File: config.mk
export PLATFORM = sky130hd
export DESIGN_NAME = brs_ctrl
export DESIGN_NICKNAME = d
export VERILOG_FILES = /design/src/sv/brs_pkg.sv /design/src/sv/brs_ctrl.sv
export VERILOG_INCLUDE_DIRS = /design/src /design/src/sv
export SDC_FILE = /design/constraint.sdc
export NUM_CORES = 1
export LEC_CHECK = 0
export BUFFER_PORTS_ARGS = -buffer_cell sky130_fd_sc_hd__buf_2
export CAP_MARGIN = 20
export CORE_AREA = 10 10 47 49
export CTS_BUF_LIST = sky130_fd_sc_hd__clkbuf_8
export DETAILED_ROUTE_END_ITERATION = 12
export DIE_AREA = 0 0 57 59
export GPL_TIMING_DRIVEN = 1
export PLACE_DENSITY_LB_ADDON = 0.12
export SLEW_MARGIN = 10
export SYNTH_ARGS = -nofsm -noshare
export SYNTH_HDL_FRONTEND = slang
export SYNTH_SLANG_ARGS = --single-unit
File: constraint.sdc
create_clock -name aclk -period 2.7 [get_ports aclk]
set_clock_uncertainty 0.2 [all_clocks]
set_input_delay 0.135 -clock aclk [delete_from_list [all_inputs] [get_ports aclk]]
set_output_delay 0.135 -clock aclk [all_outputs]
set_load 0.01 [all_outputs]
File: src/sv/bilinear_row_scaler_unit_defines.svh
// ---------------------------------------------------------------------------
// Bilinear row scaler - assertion macros
// Shared assertion helpers. Synthesis builds define SYNTH, which leaves
// every macro body empty.
// ---------------------------------------------------------------------------
`ifndef BILINEAR_ROW_SCALER_UNIT_DEFINES_SVH
`define BILINEAR_ROW_SCALER_UNIT_DEFINES_SVH

`ifndef SYNTH
// Property that must hold in the same cycle.
`define BRS_ASSERT(label, clk, rstn, prop) \
    label: assert property (@(posedge clk) disable iff (!rstn) (prop)) \
        else $error("brs assertion failed in %m");
// Consequent that must hold in the cycle after the antecedent.
`define BRS_ASSERT_NEXT(label, clk, rstn, ante, cons) \
    label: assert property (@(posedge clk) disable iff (!rstn) (ante) |=> (cons)) \
        else $error("brs assertion failed in %m");
`else
`define BRS_ASSERT(label, clk, rstn, prop)
`define BRS_ASSERT_NEXT(label, clk, rstn, ante, cons)
`endif

`endif

File: src/sv/brs_pkg.sv
// ---------------------------------------------------------------------------
// Bilinear row scaler - package
// Shared widths, codes, stream layouts and controller types.
// ---------------------------------------------------------------------------
`default_nettype none

package brs_pkg;

    // Default sizes handed to the top level parameters.
    localparam int LINE_PIXELS_DEF = 4096;
    localparam int FRAC_BITS_DEF   = 16;

    // Fixed field widths.
    localparam int CHAN_W     = 8;
    localparam int NUM_CH     = 3;
    localparam int PIX_W      = CHAN_W * NUM_CH;
    localparam int COL_W      = 12;
    localparam int SCALE_W    = 20;
    localparam int WIDTH_W    = 13;
    localparam int CFG_IDX_W  = 2;
    localparam int CFG_DATA_W = 20;
    localparam int IN_DATA_W  = 48;
    localparam int IN_USER_W  = 2;
    localparam int OUT_DATA_W = 40;

    localparam logic [CHAN_W-1:0] CHAN_MAX = 8'd255;

    // Configuration register indexes.
    localparam logic [CFG_IDX_W-1:0] CFG_SCALE     = 2'd0;
    localparam logic [CFG_IDX_W-1:0] CFG_SRC_WIDTH = 2'd1;
    localparam logic [CFG_IDX_W-1:0] CFG_OUT_WIDTH = 2'd2;

    // Reset values of the configuration registers.
    localparam logic [SCALE_W-1:0] SCALE_RST = 20'd65536;
    localparam logic [WIDTH_W-1:0] WIDTH_RST = 13'd4096;

    // Request kinds and line selectors.
    localparam logic REQ_LOAD    = 1'b0;
    localparam logic REQ_COMPUTE = 1'b1;
    localparam logic LINE_UPPER  = 1'b0;
    localparam logic LINE_LOWER  = 1'b1;

    // Input tdata layout, lowest field last.
    typedef struct packed {
        logic [CHAN_W-1:0] blue;
        logic [CHAN_W-1:0] green;
        logic [CHAN_W-1:0] red;
        logic [COL_W-1:0]  row_index;
        logic [COL_W-1:0]  column;
    } in_data_t;

    // Output tdata layout, lowest field last.
    typedef struct packed {
        logic [3:0]        pad;
        logic [COL_W-1:0]  column;
        logic [CHAN_W-1:0] blue;
        logic [CHAN_W-1:0] green;
        logic [CHAN_W-1:0] red;
    } out_data_t;

    // Controller states.
    typedef enum logic [2:0] {
        ST_IDLE,
        ST_MAP,
        ST_READ,
        ST_WEIGHT,
        ST_BLEND,
        ST_OUT
    } state_t;

    // Commands from the controller to the datapath.
    typedef struct packed {
        logic load_wr;
        logic capture;
        logic map_en;
        logic read_en;
        logic weight_en;
        logic blend_en;
        logic out_load;
    } cmd_t;

    // Status from the datapath to the controller.
    typedef struct packed {
        logic out_free;
    } status_t;

endpackage

`default_nettype wire

File: src/sv/brs_ctrl.sv
// ---------------------------------------------------------------------------
// Bilinear row scaler - controller
// Sequences loads and the five steps of an interpolation.
// ---------------------------------------------------------------------------
`default_nettype none
`include "bilinear_row_scaler_unit_defines.svh"

module brs_ctrl
    import brs_pkg::*;
(
    input  wire logic    aclk,
    input  wire logic    aresetn,
    input  wire logic    s_tvalid,
    output logic         s_tready,
    input  wire logic    s_req_type,
    input  wire status_t status,
    output cmd_t         cmd
);

    state_t state_reg;
    state_t state_next;

    // State register.
    always_ff @(posedge aclk) begin
        if (!aresetn) begin
            state_reg <= ST_IDLE;
        end else begin
            state_reg <= state_next;
        end
    end

    // Next state.
    always_comb begin
        state_next = state_reg;
        case (state_reg)
            ST_IDLE: begin
                if (s_tvalid && (s_req_type == REQ_COMPUTE)) begin
                    state_next = ST_MAP;
                end
            end
            ST_MAP:    state_next = ST_READ;
            ST_READ:   state_next = ST_WEIGHT;
            ST_WEIGHT: state_next = ST_BLEND;
            ST_BLEND:  state_next = ST_OUT;
            ST_OUT: begin
                if (status.out_free) begin
                    state_next = ST_IDLE;
                end
            end
            default:   state_next = ST_IDLE;
        endcase
    end

    // Outputs.
    always_comb begin
        cmd      = '0;
        s_tready = 1'b0;
        case (state_reg)
            ST_IDLE: begin
                s_tready    = 1'b1;
                cmd.load_wr = s_tvalid && (s_req_type == REQ_LOAD);
                cmd.capture = s_tvalid && (s_req_type == REQ_COMPUTE);
            end
            ST_MAP:    cmd.map_en    = 1'b1;
            ST_READ:   cmd.read_en   = 1'b1;
            ST_WEIGHT: cmd.weight_en = 1'b1;
            ST_BLEND:  cmd.blend_en  = 1'b1;
            ST_OUT:    cmd.out_load  = status.out_free;
            default: begin
                cmd      = '0;
                s_tready = 1'b0;
            end
        endcase
    end

    // A captured compute transfer always moves on to the mapping step.
    `BRS_ASSERT_NEXT(a_capture_to_map, aclk, aresetn, cmd.capture, state_reg == ST_MAP)
    // The result is loaded only when the output slot can take it.
    `BRS_ASSERT(a_load_when_free, aclk, aresetn, !cmd.out_load || status.out_free)
    // After the result is loaded the input side opens again.
    `BRS_ASSERT_NEXT(a_load_reopens, aclk, aresetn, cmd.out_load, s_tready)

endmodule

`default_nettype wire

After elaboration in Yosys (flattened, before gate mapping) --
Cells that the tools add are included. W data, S select, Z words.
Storage, ports and cells: output and inout bits 8, flip-flop bits (word level) 3, logic and storage cells 23, bits of input ports 5
Cells by class: muxes and demuxes 10, reductions and logical operators 4, equality and inequality tests 7, bitwise operators 1
Operators by type and width (count):
- $pmux W3 S6 | 1
- $eq A3 B2 Y1 const B | 2
- $eq A3 B3 Y1 const B | 2
- $mux W1 | 6
- $mux W3 | 2
- $ne A2 B2 Y1 const B | 2
- $eq A3 B1 Y1 const B | 1
- $logic_not A3 Y1 | 1
- $logic_and A1 B1 Y1 | 2
- $mux W2 | 1
- $reduce_and A2 Y1 | 1
- $not A1 Y1 | 1

Longest topological paths before layout --
Gate-level depths: netlist (run 1).
depth in word-level cells 3, depth in mapped cells 3, mapped depth without buffers 3

Worst setup path before layout (run 1) --
No wires, ideal clock.
kind register to output, start reg state_reg[0], end out cmd[6] in the netlist's numbering, arrival time 1.011 ns, required time 2.365 ns, path buffers 0, cell stages (with the launch flop) 4, slack 1.354 ns, cells stage by stage dfxtp_1 > nor3_1 > nand2_1 > nor2_1
RTL lines:
- from (decl) | line brs_ctrl.sv:20 | state_t state_reg;
- from (signal assigned) | line brs_ctrl.sv:28 | state_reg <= state_next;
- to (decl) | line brs_ctrl.sv:17 | output cmd_t cmd

==> qor.yml, run 1 <==
die:
  die-area_mm2: 0.00336
  fp.coreArea_mm2: 0.00140
  ioPinCount: 13
  die_w_um: 57
  rows: 14
  die_h_um: 59
  start_util: 0.118
sta:
  worst_slew_pin_slew_ns: 0.259
  finalHoldViolations: 0
  setup_violations: 0
  max_freq_mhz: 660
  layout_min_cycle_time_ns: 1.51
  rsz0062_at_grt: "false"
  slew_viol_final: 0
  finalCritPeriodShare: 0.561
  tns_ns: 0
  max_slew_margin: 0.826
setup_path:
  worstPathRequired_ns: 2.37
  crit_fanout: 8
  cp_slowest_cell: "dfxtp_1"
  ff2ff_setup_slack_ns: 1.55
  endpoint: "cmd[5]"
  r2r_start: "state_reg[2]$_SDFFE_PN0P_"
  crit_path_start: "state_reg[0]$_SDFFE_PN0P_"
  crit_path_cell_trace: "nor3_1, and3_1, buf_2"
  cp.arrival_ns: 1.18
  critPathMaxStageDelay_ns: 0.36
  startpoint_type: "flop"
  ff2ff_path_depth: 3
  worstSetupPathType: "reg -> out"
  r2r-end: "state_reg[2]$_SDFFE_PN0P_"
  crit_path_end_kind: "output port"
synthesis:
  synthCells: 22
  yosysWarnings: 0
  synth_area_leader_cell: "dfxtp_1"
  synth_nets: 27
  ys_seq_area_frac: 0.364
  synth_area_um2: 165
  synth_top_area_frac: 0.364
  synth-seq-cells: 3
  synth_cell_types: 12
  synth_edf_count: 0
  yosys-top-cells-count: "and3_1 (3), dfxtp_1 (3), nor2_1 (3)"
  async_reset_ff_frac: 0
  synthFlopType: "dfxtp_1"
  avgSynthCellArea_um2: 7.51
  yosys-top-cells-area: "dfxtp_1 (36%), and3_1 (11%), nor3b_1 (9.1%), o21a_1 (9.1%), nor2_1 (6.8%)"
clock_network:
  cts_resized: 0
  htreeDepth: 1
  root_buffer: "clkbuf_8"
  cts_buffer_depth: 2
  clock_sinks: 3
  insertion_delay_ns: 0.21
  cts.reportedPaths.clkPinSlew_ns: 0.03
  cts_tree: "built"
  cts_buffers: 3
cells_and_area:
  antenna_cells: 0
  nets: 45
  largest_register_ff_count: 3
  drive_gt1_frac: 0.385
  stdcell_count: 55
  area_growth_pct: 81.8
  fill_cells: 165
route:
  viasPerCell: 3.84
  drt-total-wl_um: 569
  vias: 211
  drtAntennaViolNets: 0
  wl_per_cell_um: 10.3
  firstDrtPassIters: 3
  remaining_drc_errors: 0
  drt_iter0_drc: 1
pwr:
  internal-power_uw: 159
  power_uw: 207
  leakagePower_uw: 0.000157
  p_clk_frac: 0.601
  swShare: 0.231
  power_frac_seq: 0.253
  power.switching_uw: 48.0
  powerDensity_mw_per_mm2: 691
  ir_drop_mv: 0.365
  pwr-share-comb: 0.147
global_route:
  grt_pass1_wl_um: 897
  track_usage: 0.0349
  grt_pass1_vias: 211
  grt_max_degree: 9
  antenna_found_initial: 0
  overflow: 0
flow_run:
  max_cap_viol_count: 0
run_status:
  outcome: "finished, final reports clean"
worst_hold_path:
  hold_class: "in -> reg"
  min-delay-start: "status"
placement:
  placedCellCount: 50
  io_buffers: 12
  gp_congestion: 0.644
-- stage by stage --
stage | setup slack, ns | hold WS [ns] | util | instance area (µm²)
floorplan | 1.35 | 0.0525 | - | 165
global placement | 1.44 | 0.180 | 0.175 | 245
detailed placement | 1.40 | 0.187 | 0.175 | 245
CTS | 1.16 | 0.0929 | 0.214 | 300
global route | 1.07 | 0.110 | 0.214 | 300
finish | 1.19 | 0.0922 | 0.214 | 300
-- cell families (layout without fill, tap and decap cells) --
family,Yosys count,count (layout),share of synthesized area
AOI/OAI and AO/OA,6,6,0.227
and+or+nand+nor,12,12,0.386
DFF,3,3,0.364
buffers and inverters,1,18,0.0227
-- worst min-delay path by stage --
stage          slack [ns]                         to  cells after the start
4_1_cts              0.09  state_reg[2]$_SDFFE_PN0P_                      3
3_3_place_gp         0.18  state_reg[1]$_SDFFE_PN0P_                      2
5_1_grt              0.11  state_reg[2]$_SDFFE_PN0P_                      3
6_report             0.09  state_reg[2]$_SDFFE_PN0P_                      3
2_1_floorplan        0.05  state_reg[2]$_SDFFE_PN0P_                      1
3_5_place_dp         0.19  state_reg[2]$_SDFFE_PN0P_                      2
-- critical path, delay by kind of cell (launching register included) --
kind / cells / cell delay [ns]
simple gates: 2 / 0.48
buf+inv: 1 / 0.12
flops: 1 / 0.36
-- metal layers --
layer / vias to the layer above / share of wire / global-route usage
met1: 88 / 0.51 / 0.0388
li1: 113 / - / -
met4: 0 / 0 / 0.0201
met2: 10 / 0.40 / 0.0450
met5: - / 0 / 0
met3: 0 / 0.083 / 0.0279
-- what timing repair did --
item	CTS	global route
endpoints found under the hold margin	2	0
hold buffers	1	0
setup buffers	0	0
-- final cells by class --
class,instances,area [µm²],area share
Clock inverter,1,3.75,0.0125
Clock buffer,3,41.3,0.137
Tap cell,16,20.0,0.0667
Inverter,1,3.75,0.0125
Timing Repair Buffer,13,70.1,0.233
Multi-Input combinational cell,18,101,0.337
Sequential cell,3,60.1,0.200
-- placed cells by master (no fill, tap or decap), types with 2 or more instances in the layout --
cell / n
clkbuf_8: 3
nor3b_1: 2
nor2_1: 3
nand2_1: 2
inv_1: 2
o21a_1: 2
dfxtp_1: 3
a21oi_1: 2
and3_1: 3
buf_2: 12
-- power groups by stage --
stage               Combinational [µW]  Sequential [µW]  Clock, µW
detailed placement                30.1             52.9          0
finish                            30.5             52.4        125
CTS                               31.4             52.2        129
floorplan                         16.5             51.7          0
global placement                  30.2             52.7          0
global route                      34.3             53.1        133
Power figures use the tool's default switching activity.
==> run 2: changes to the inputs <==
==> constraint.sdc (replaced) <==
create_clock -name aclk -period 1.3 [get_ports aclk]
set_clock_uncertainty 0.2 [all_clocks]
set_input_delay 0.065 -clock aclk [delete_from_list [all_inputs] [get_ports aclk]]
set_output_delay 0.065 -clock aclk [all_outputs]
set_load 0.01 [all_outputs]
==> run 2 against run 1 <==
  * The run now ends with negative setup slack left
  * First-iteration DRC count shrank 100%
  * Total power grew 110%
  * Global-route usage grew 0.27 points
  * Largest cell class unchanged
  * Core utilization grew 2.9 points
  * Sequential power grew 110%
  * Register-to-register slack lost 1.4 ns
  * Sequential share of layout area grew 0.96 points
  * Flip-flop and latch count is the same
  * Clock power grew 110%
  * Non-clock buffer count grew 1
==> qor.yml, run 2 (synthesis gave the netlist of run 1 again) <==
die:
  die-area_mm2: 0.00336
  start_util: 0.118
  die_h_um: 59
  rows: 14
  die_w_um: 57
  ioPinCount: 13
  fp.coreArea_mm2: 0.00140
sta:
  fin_ws_ns: -0.00512
  max_slew_margin: 0.879
  setup_violations: 2
  tns_ns: -0.00642
  worst_slew_pin_slew_ns: 0.180
  slew_viol_final: 0
  hold_ws_ns: 0.00819
  max_freq_mhz: 766
  layout_min_cycle_time_ns: 1.31
  finalHoldViolations: 0
  finalCritPeriodShare: 1.00
  rsz0062_at_grt: "true"
cells_and_area:
  final_common_cell: "buf_2"
  nets: 46
  layout_common_cells: "buf_2 (12), and3_1 (3), nor2_1 (3), clkbuf_8 (3), dfxtp_4 (3)"
  stdcell_count: 56
  area_growth_pct: 106
  drive_gt1_frac: 0.550
  postLayoutCellArea_um2: 340
  largest_register_ff_count: 3
  antenna_cells: 0
global_route:
  grt_max_degree: 9
  track_usage: 0.0375
  grt_pass1_vias: 227
  overflow: 0
  antenna_found_initial: 0
  grt_pass1_wl_um: 952
setup_path:
  r2r_start: "state_reg[1]$_SDFFE_PN0P_"
  crit_fanout: 6
  crit_path_cell_trace: "nor3_4, and3_1, buf_2"
  cp_num_cells: 3
  cp.arrival_ns: 1.04
  critPathMaxStageDelay_ns: 0.35
  worstSetupPathType: "reg -> out"
  cp_slowest_cell: "dfxtp_4"
  worstPathRequired_ns: 1.03
  cp_top_family: "flip-flops"
  path_buf_inv: 1
  r2r-end: "state_reg[0]$_SDFFE_PN0P_"
  ff2ff_setup_slack_ns: 0.11
  crit_path_end_kind: "output port"
  startpoint_type: "flop"
  ff2ff_path_depth: 4
placement:
  gp_congestion: 0.615
  dp_hpwl_um: 470
  dpl-instance-area_um2: 245
  placedCellCount: 50
  io_buffers: 12
worst_hold_path:
  min-delay-start: "status"
  holdPathStages: 3
  min_to: "state_reg[2]$_SDFFE_PN0P_"
  hold_class: "in -> reg"
clock_network:
  cts_tree: "built"
  clock_sinks: 3
  cts_buffer_depth: 2
  insertion_delay_ns: 0.21
  cts.reportedPaths.clkPinSlew_ns: 0.03
  cts_buffers: 3
  root_buffer: "clkbuf_8"
  htreeDepth: 1
route:
  drt_iter0_drc: 0
  wl_per_cell_um: 10.2
  route.met2.wl_um: 243
  remaining_drc_errors: 0
  drt-total-wl_um: 571
  firstDrtPassIters: 1
  wl_met1_um: 237
  viasPerCell: 3.95
  dr_wl_met3_um: 90
  drtAntennaViolNets: 0
  top_layer_used: "met3"
  vias: 221
pwr:
  powerDensity_mw_per_mm2: 1300
  leakagePower_uw: 0.000176
  ir_drop_mv: 0.738
  power_uw: 441
flow_run:
  max_cap_viol_count: 0
run_status:
  outcome: "finished with violations"
  violations: "negative setup slack"
[run 2: tightest hold or removal path, cell delays in order]
cell     delay, ns
buf_2         0.10
a21oi_1       0.06
o21a_1        0.16
[run 2: worst max-delay path by stage]
stage | from | end | slack [ns]
finish | state_reg[1]$_SDFFE_PN0P_ | cmd[5] | -0.005
global route | state_reg[1]$_SDFFE_PN0P_ | cmd[5] | -0.06
CTS | state_reg[1]$_SDFFE_PN0P_ | cmd[5] | -0.03
detailed placement | state_reg[0]$_SDFFE_PN0P_ | cmd[5] | 0.06
global placement | state_reg[0]$_SDFFE_PN0P_ | cmd[5] | 0.09
floorplan | state_reg[0]$_SDFFE_PN0P_ | cmd[6] | 0.02
[run 2: routing by layer]
metal	vias to the layer above	global-route usage
li1	114	-
met1	95	0.0343
met2	12	0.0512
met3	0	0.0343
met4	0	0.0302
met5	-	0
[run 2: power by group]
part,leakage [µW],total (µW),switching [µW],internal [µW]
registers,0.0000267,111,13.4,97.3
clock network,0.0000269,258,57.2,201
logic,0.000123,72.5,32.4,40.1
total,0.000176,441,103,338
[run 2: repair_timing]
| item | CTS | global route |
|---|---|---|
| hold buffers | 1 | 0 |
| setup buffers | 1 | 0 |
| setup endpoints to repair | 5 | 6 |
| pin swaps | 3 | 1 |
| endpoints found under the hold margin | 3 | 0 |
| resized for setup | 8 | 2 |
[run 2: cell type report]
type / instances / area (µm²)
clock buffer: 3 / 41.3
multi-input combinational: 18 / 123
timing repair buffer: 14 / 77.6
fill: 167 / 1060
sequential: 3 / 71.3
inverter: 1 / 3.75
clock inverter: 1 / 3.75
tap: 16 / 20.0
[run 2: metrics by stage]
stage	setup WS, ns	util
2_1_floorplan	0.0240	-
3_3_place_gp	0.0931	0.175
3_5_place_dp	0.0639	0.175
4_1_cts	-0.0263	0.239
5_1_grt	-0.0639	0.243
6_report	-0.00512	0.243
==> run 3: changes to the inputs <==
--- a/config.mk
+++ b/config.mk
@@ -13,7 +13,6 @@
 export DETAILED_ROUTE_END_ITERATION = 12
 export DIE_AREA = 0 0 57 59
 export GPL_TIMING_DRIVEN = 1
-export PLACE_DENSITY_LB_ADDON = 0.12
 export SLEW_MARGIN = 10
 export SYNTH_ARGS = -nofsm -noshare
 export SYNTH_HDL_FRONTEND = slang
==> constraint.sdc (replaced) <==
create_clock -name aclk -period 1.2 [get_ports aclk]
set_clock_uncertainty 0.2 [all_clocks]
set_input_delay 0.06 -clock aclk [delete_from_list [all_inputs] [get_ports aclk]]
set_output_delay 0.06 -clock aclk [all_outputs]
set_load 0.01 [all_outputs]
==> run 3 against run 2 <==
  * Sequential power grew 7%
  * Global-route usage grew 0.35 points
  * Highest routed layer unchanged
  * Core utilization grew 2.8 points
  * Final cell count grew 5.4%
  * Register-to-register slack lost 0.04 ns
  * Via count grew 5.0%
  * Count of clock-buffer cells in the layout is the same
  * The run still ends with negative setup slack left
  * Setup slack lost 0.096 ns
  * Die area is the same
  * Wire length shrank 0.35%
==> qor.yml, run 3 (synthesis gave the netlist of run 1 again) <==
run_status:
  outcome: "finished with violations"
  violations: "negative setup slack"
cells_and_area:
  layout_common_cells: "buf_2 (12), and3_1 (3), clkbuf_8 (3), dfxtp_4 (3)"
  final-seq-area_um2: 71.3
  postLayoutCellArea_um2: 379
  drive_gt1_frac: 0.605
  nets: 49
  utilization: 0.271
  antenna_cells: 0
  final_common_cell: "buf_2"
  largest_register_ff_count: 3
  area_growth_pct: 130
  fill_cells: 162
  multiInputGateArea_um2: 133
  stdcell_count: 59
setup_path:
  worstPathRequired_ns: 0.94
  crit_path_start: "state_reg[0]$_SDFFE_PN0P_"
  cp.arrival_ns: 1.04
  cp_top_family: "flip-flops"
  path_buf_inv: 1
  ff2ff_path_depth: 4
  r2r-end: "state_reg[1]$_SDFFE_PN0P_"
  crit_path_cell_trace: "nor3_4, and3_1, buf_2"
  worstSetupPathType: "reg -> out"
  cp_num_cells: 3
  ff2ff_setup_slack_ns: 0.07
  endpoint: "cmd[5]"
  crit_path_end_kind: "output port"
  cp_slowest_cell: "dfxtp_4"
  critPathMaxStageDelay_ns: 0.35
  crit_fanout: 6
  r2r_start: "state_reg[2]$_SDFFE_PN0P_"
  startpoint_type: "flop"
clock_network:
  root_buffer: "clkbuf_8"
  cts.reportedPaths.clkPinSlew_ns: 0.03
  cts_buffers: 3
  cts_buffer_depth: 2
  cts_tree: "built"
  clock_sinks: 3
  insertion_delay_ns: 0.21
  htreeDepth: 1
sta:
  max_freq_mhz: 768
  fin_ws_ns: -0.102
  slew_viol_final: 0
  max_slew_margin: 0.868
  rsz0062_at_grt: "true"
  worst_slew_pin_slew_ns: 0.197
  finalCritPeriodShare: 1.08
  finalHoldViolations: 0
  layout_min_cycle_time_ns: 1.30
  setup_violations: 7
global_route:
  grt_pass1_vias: 236
  overflow: 0
  grt_pass1_wl_mm: 1.03
  antenna_found_initial: 0
  track_usage: 0.0411
  grt_max_degree: 9
route:
  drtAntennaViolNets: 0
  remaining_drc_errors: 0
  drt-total-wl_um: 569
  viasPerCell: 3.93
  vias: 232
  wl_per_cell_um: 9.64
  firstDrtPassIters: 1
  drt_iter0_drc: 0
die:
  die_w_um: 57
  ioPinCount: 13
  die_h_um: 59
  start_util: 0.118
  die-area_mm2: 0.00336
  fp.coreArea_mm2: 0.00140
  rows: 14
worst_hold_path:
  hold_class: "in -> reg"
  min-delay-start: "status"
placement:
  placedCellCount: 51
  dpl-instance-area_um2: 268
  place_ws_ns: 0.0492
  dp_hpwl_um: 452
  gp_congestion: 0.623
  io_buffers: 12
flow_run:
  max_cap_viol_count: 0
pwr:
  powerDensity_mw_per_mm2: 1280
  power_uw: 487
  ir_drop_mv: 0.381
  leakagePower_uw: 0.000192
[run 3: cell count changes in the layout (fill, tap and decap cells not counted), sizes merged]
cell         delta
dlygate4sd3     +1
buf             +2
[run 3: final cells by class]
type | instances | share of cell area
well taps | 16 | 0.0528
repair buffers | 17 | 0.281
flip-flops and latches | 3 | 0.188
clock inverters | 1 | 0.00990
multi-input cells | 18 | 0.350
inverters | 1 | 0.00990
clock buffers | 3 | 0.109
[run 3: worst min-delay path, cell delays in order]
cell and delay (ns):
buf_2 0.10, o21ai_0 0.07, and3_1 0.15
[run 3: power breakdown]
part           total [µW]  switching, µW  leakage [µW]  internal [µW]
Sequential            119           13.9     0.0000267            105
Combinational        90.1           37.8      0.000138           52.3
Clock                 277           60.3     0.0000269            217
[run 3: worst min-delay path by stage]
stage / end / cells after the start
final: state_reg[0]$_SDFFE_PN0P_ / 3
after global routing: state_reg[0]$_SDFFE_PN0P_ / 3
after CTS: state_reg[0]$_SDFFE_PN0P_ / 3
after detailed placement: state_reg[2]$_SDFFE_PN0P_ / 2
after global placement: state_reg[2]$_SDFFE_PN0P_ / 2
after floorplan: cmd[6] / 1
[run 3: routing by layer]
layer  GRT usage  routed length [µm]  share of wire
met1      0.0285                 209           0.37
met2      0.0698                 311           0.55
met3      0.0300                  48          0.084
met4      0.0403                   0              0
met5           0                   0              0
[run 3: timing repair]
item                                    in CTS  in global routing
buffers inserted                             2                  1
hold buffers                                 2                  0
endpoints found under the hold margin        3                  0
pin swaps                                    4                  3
resized for setup                            8                  2
endpoints found under the setup margin       8                  9
[run 3: metrics by stage]
step           hold WS, ns  TNS [ns]
3_3_place_gp         0.104         0
3_5_place_dp         0.111         0
5_1_grt             0.0139    -0.927
4_1_cts            0.00246    -0.544
2_1_floorplan      -0.0325         0
6_report           0.00960    -0.407
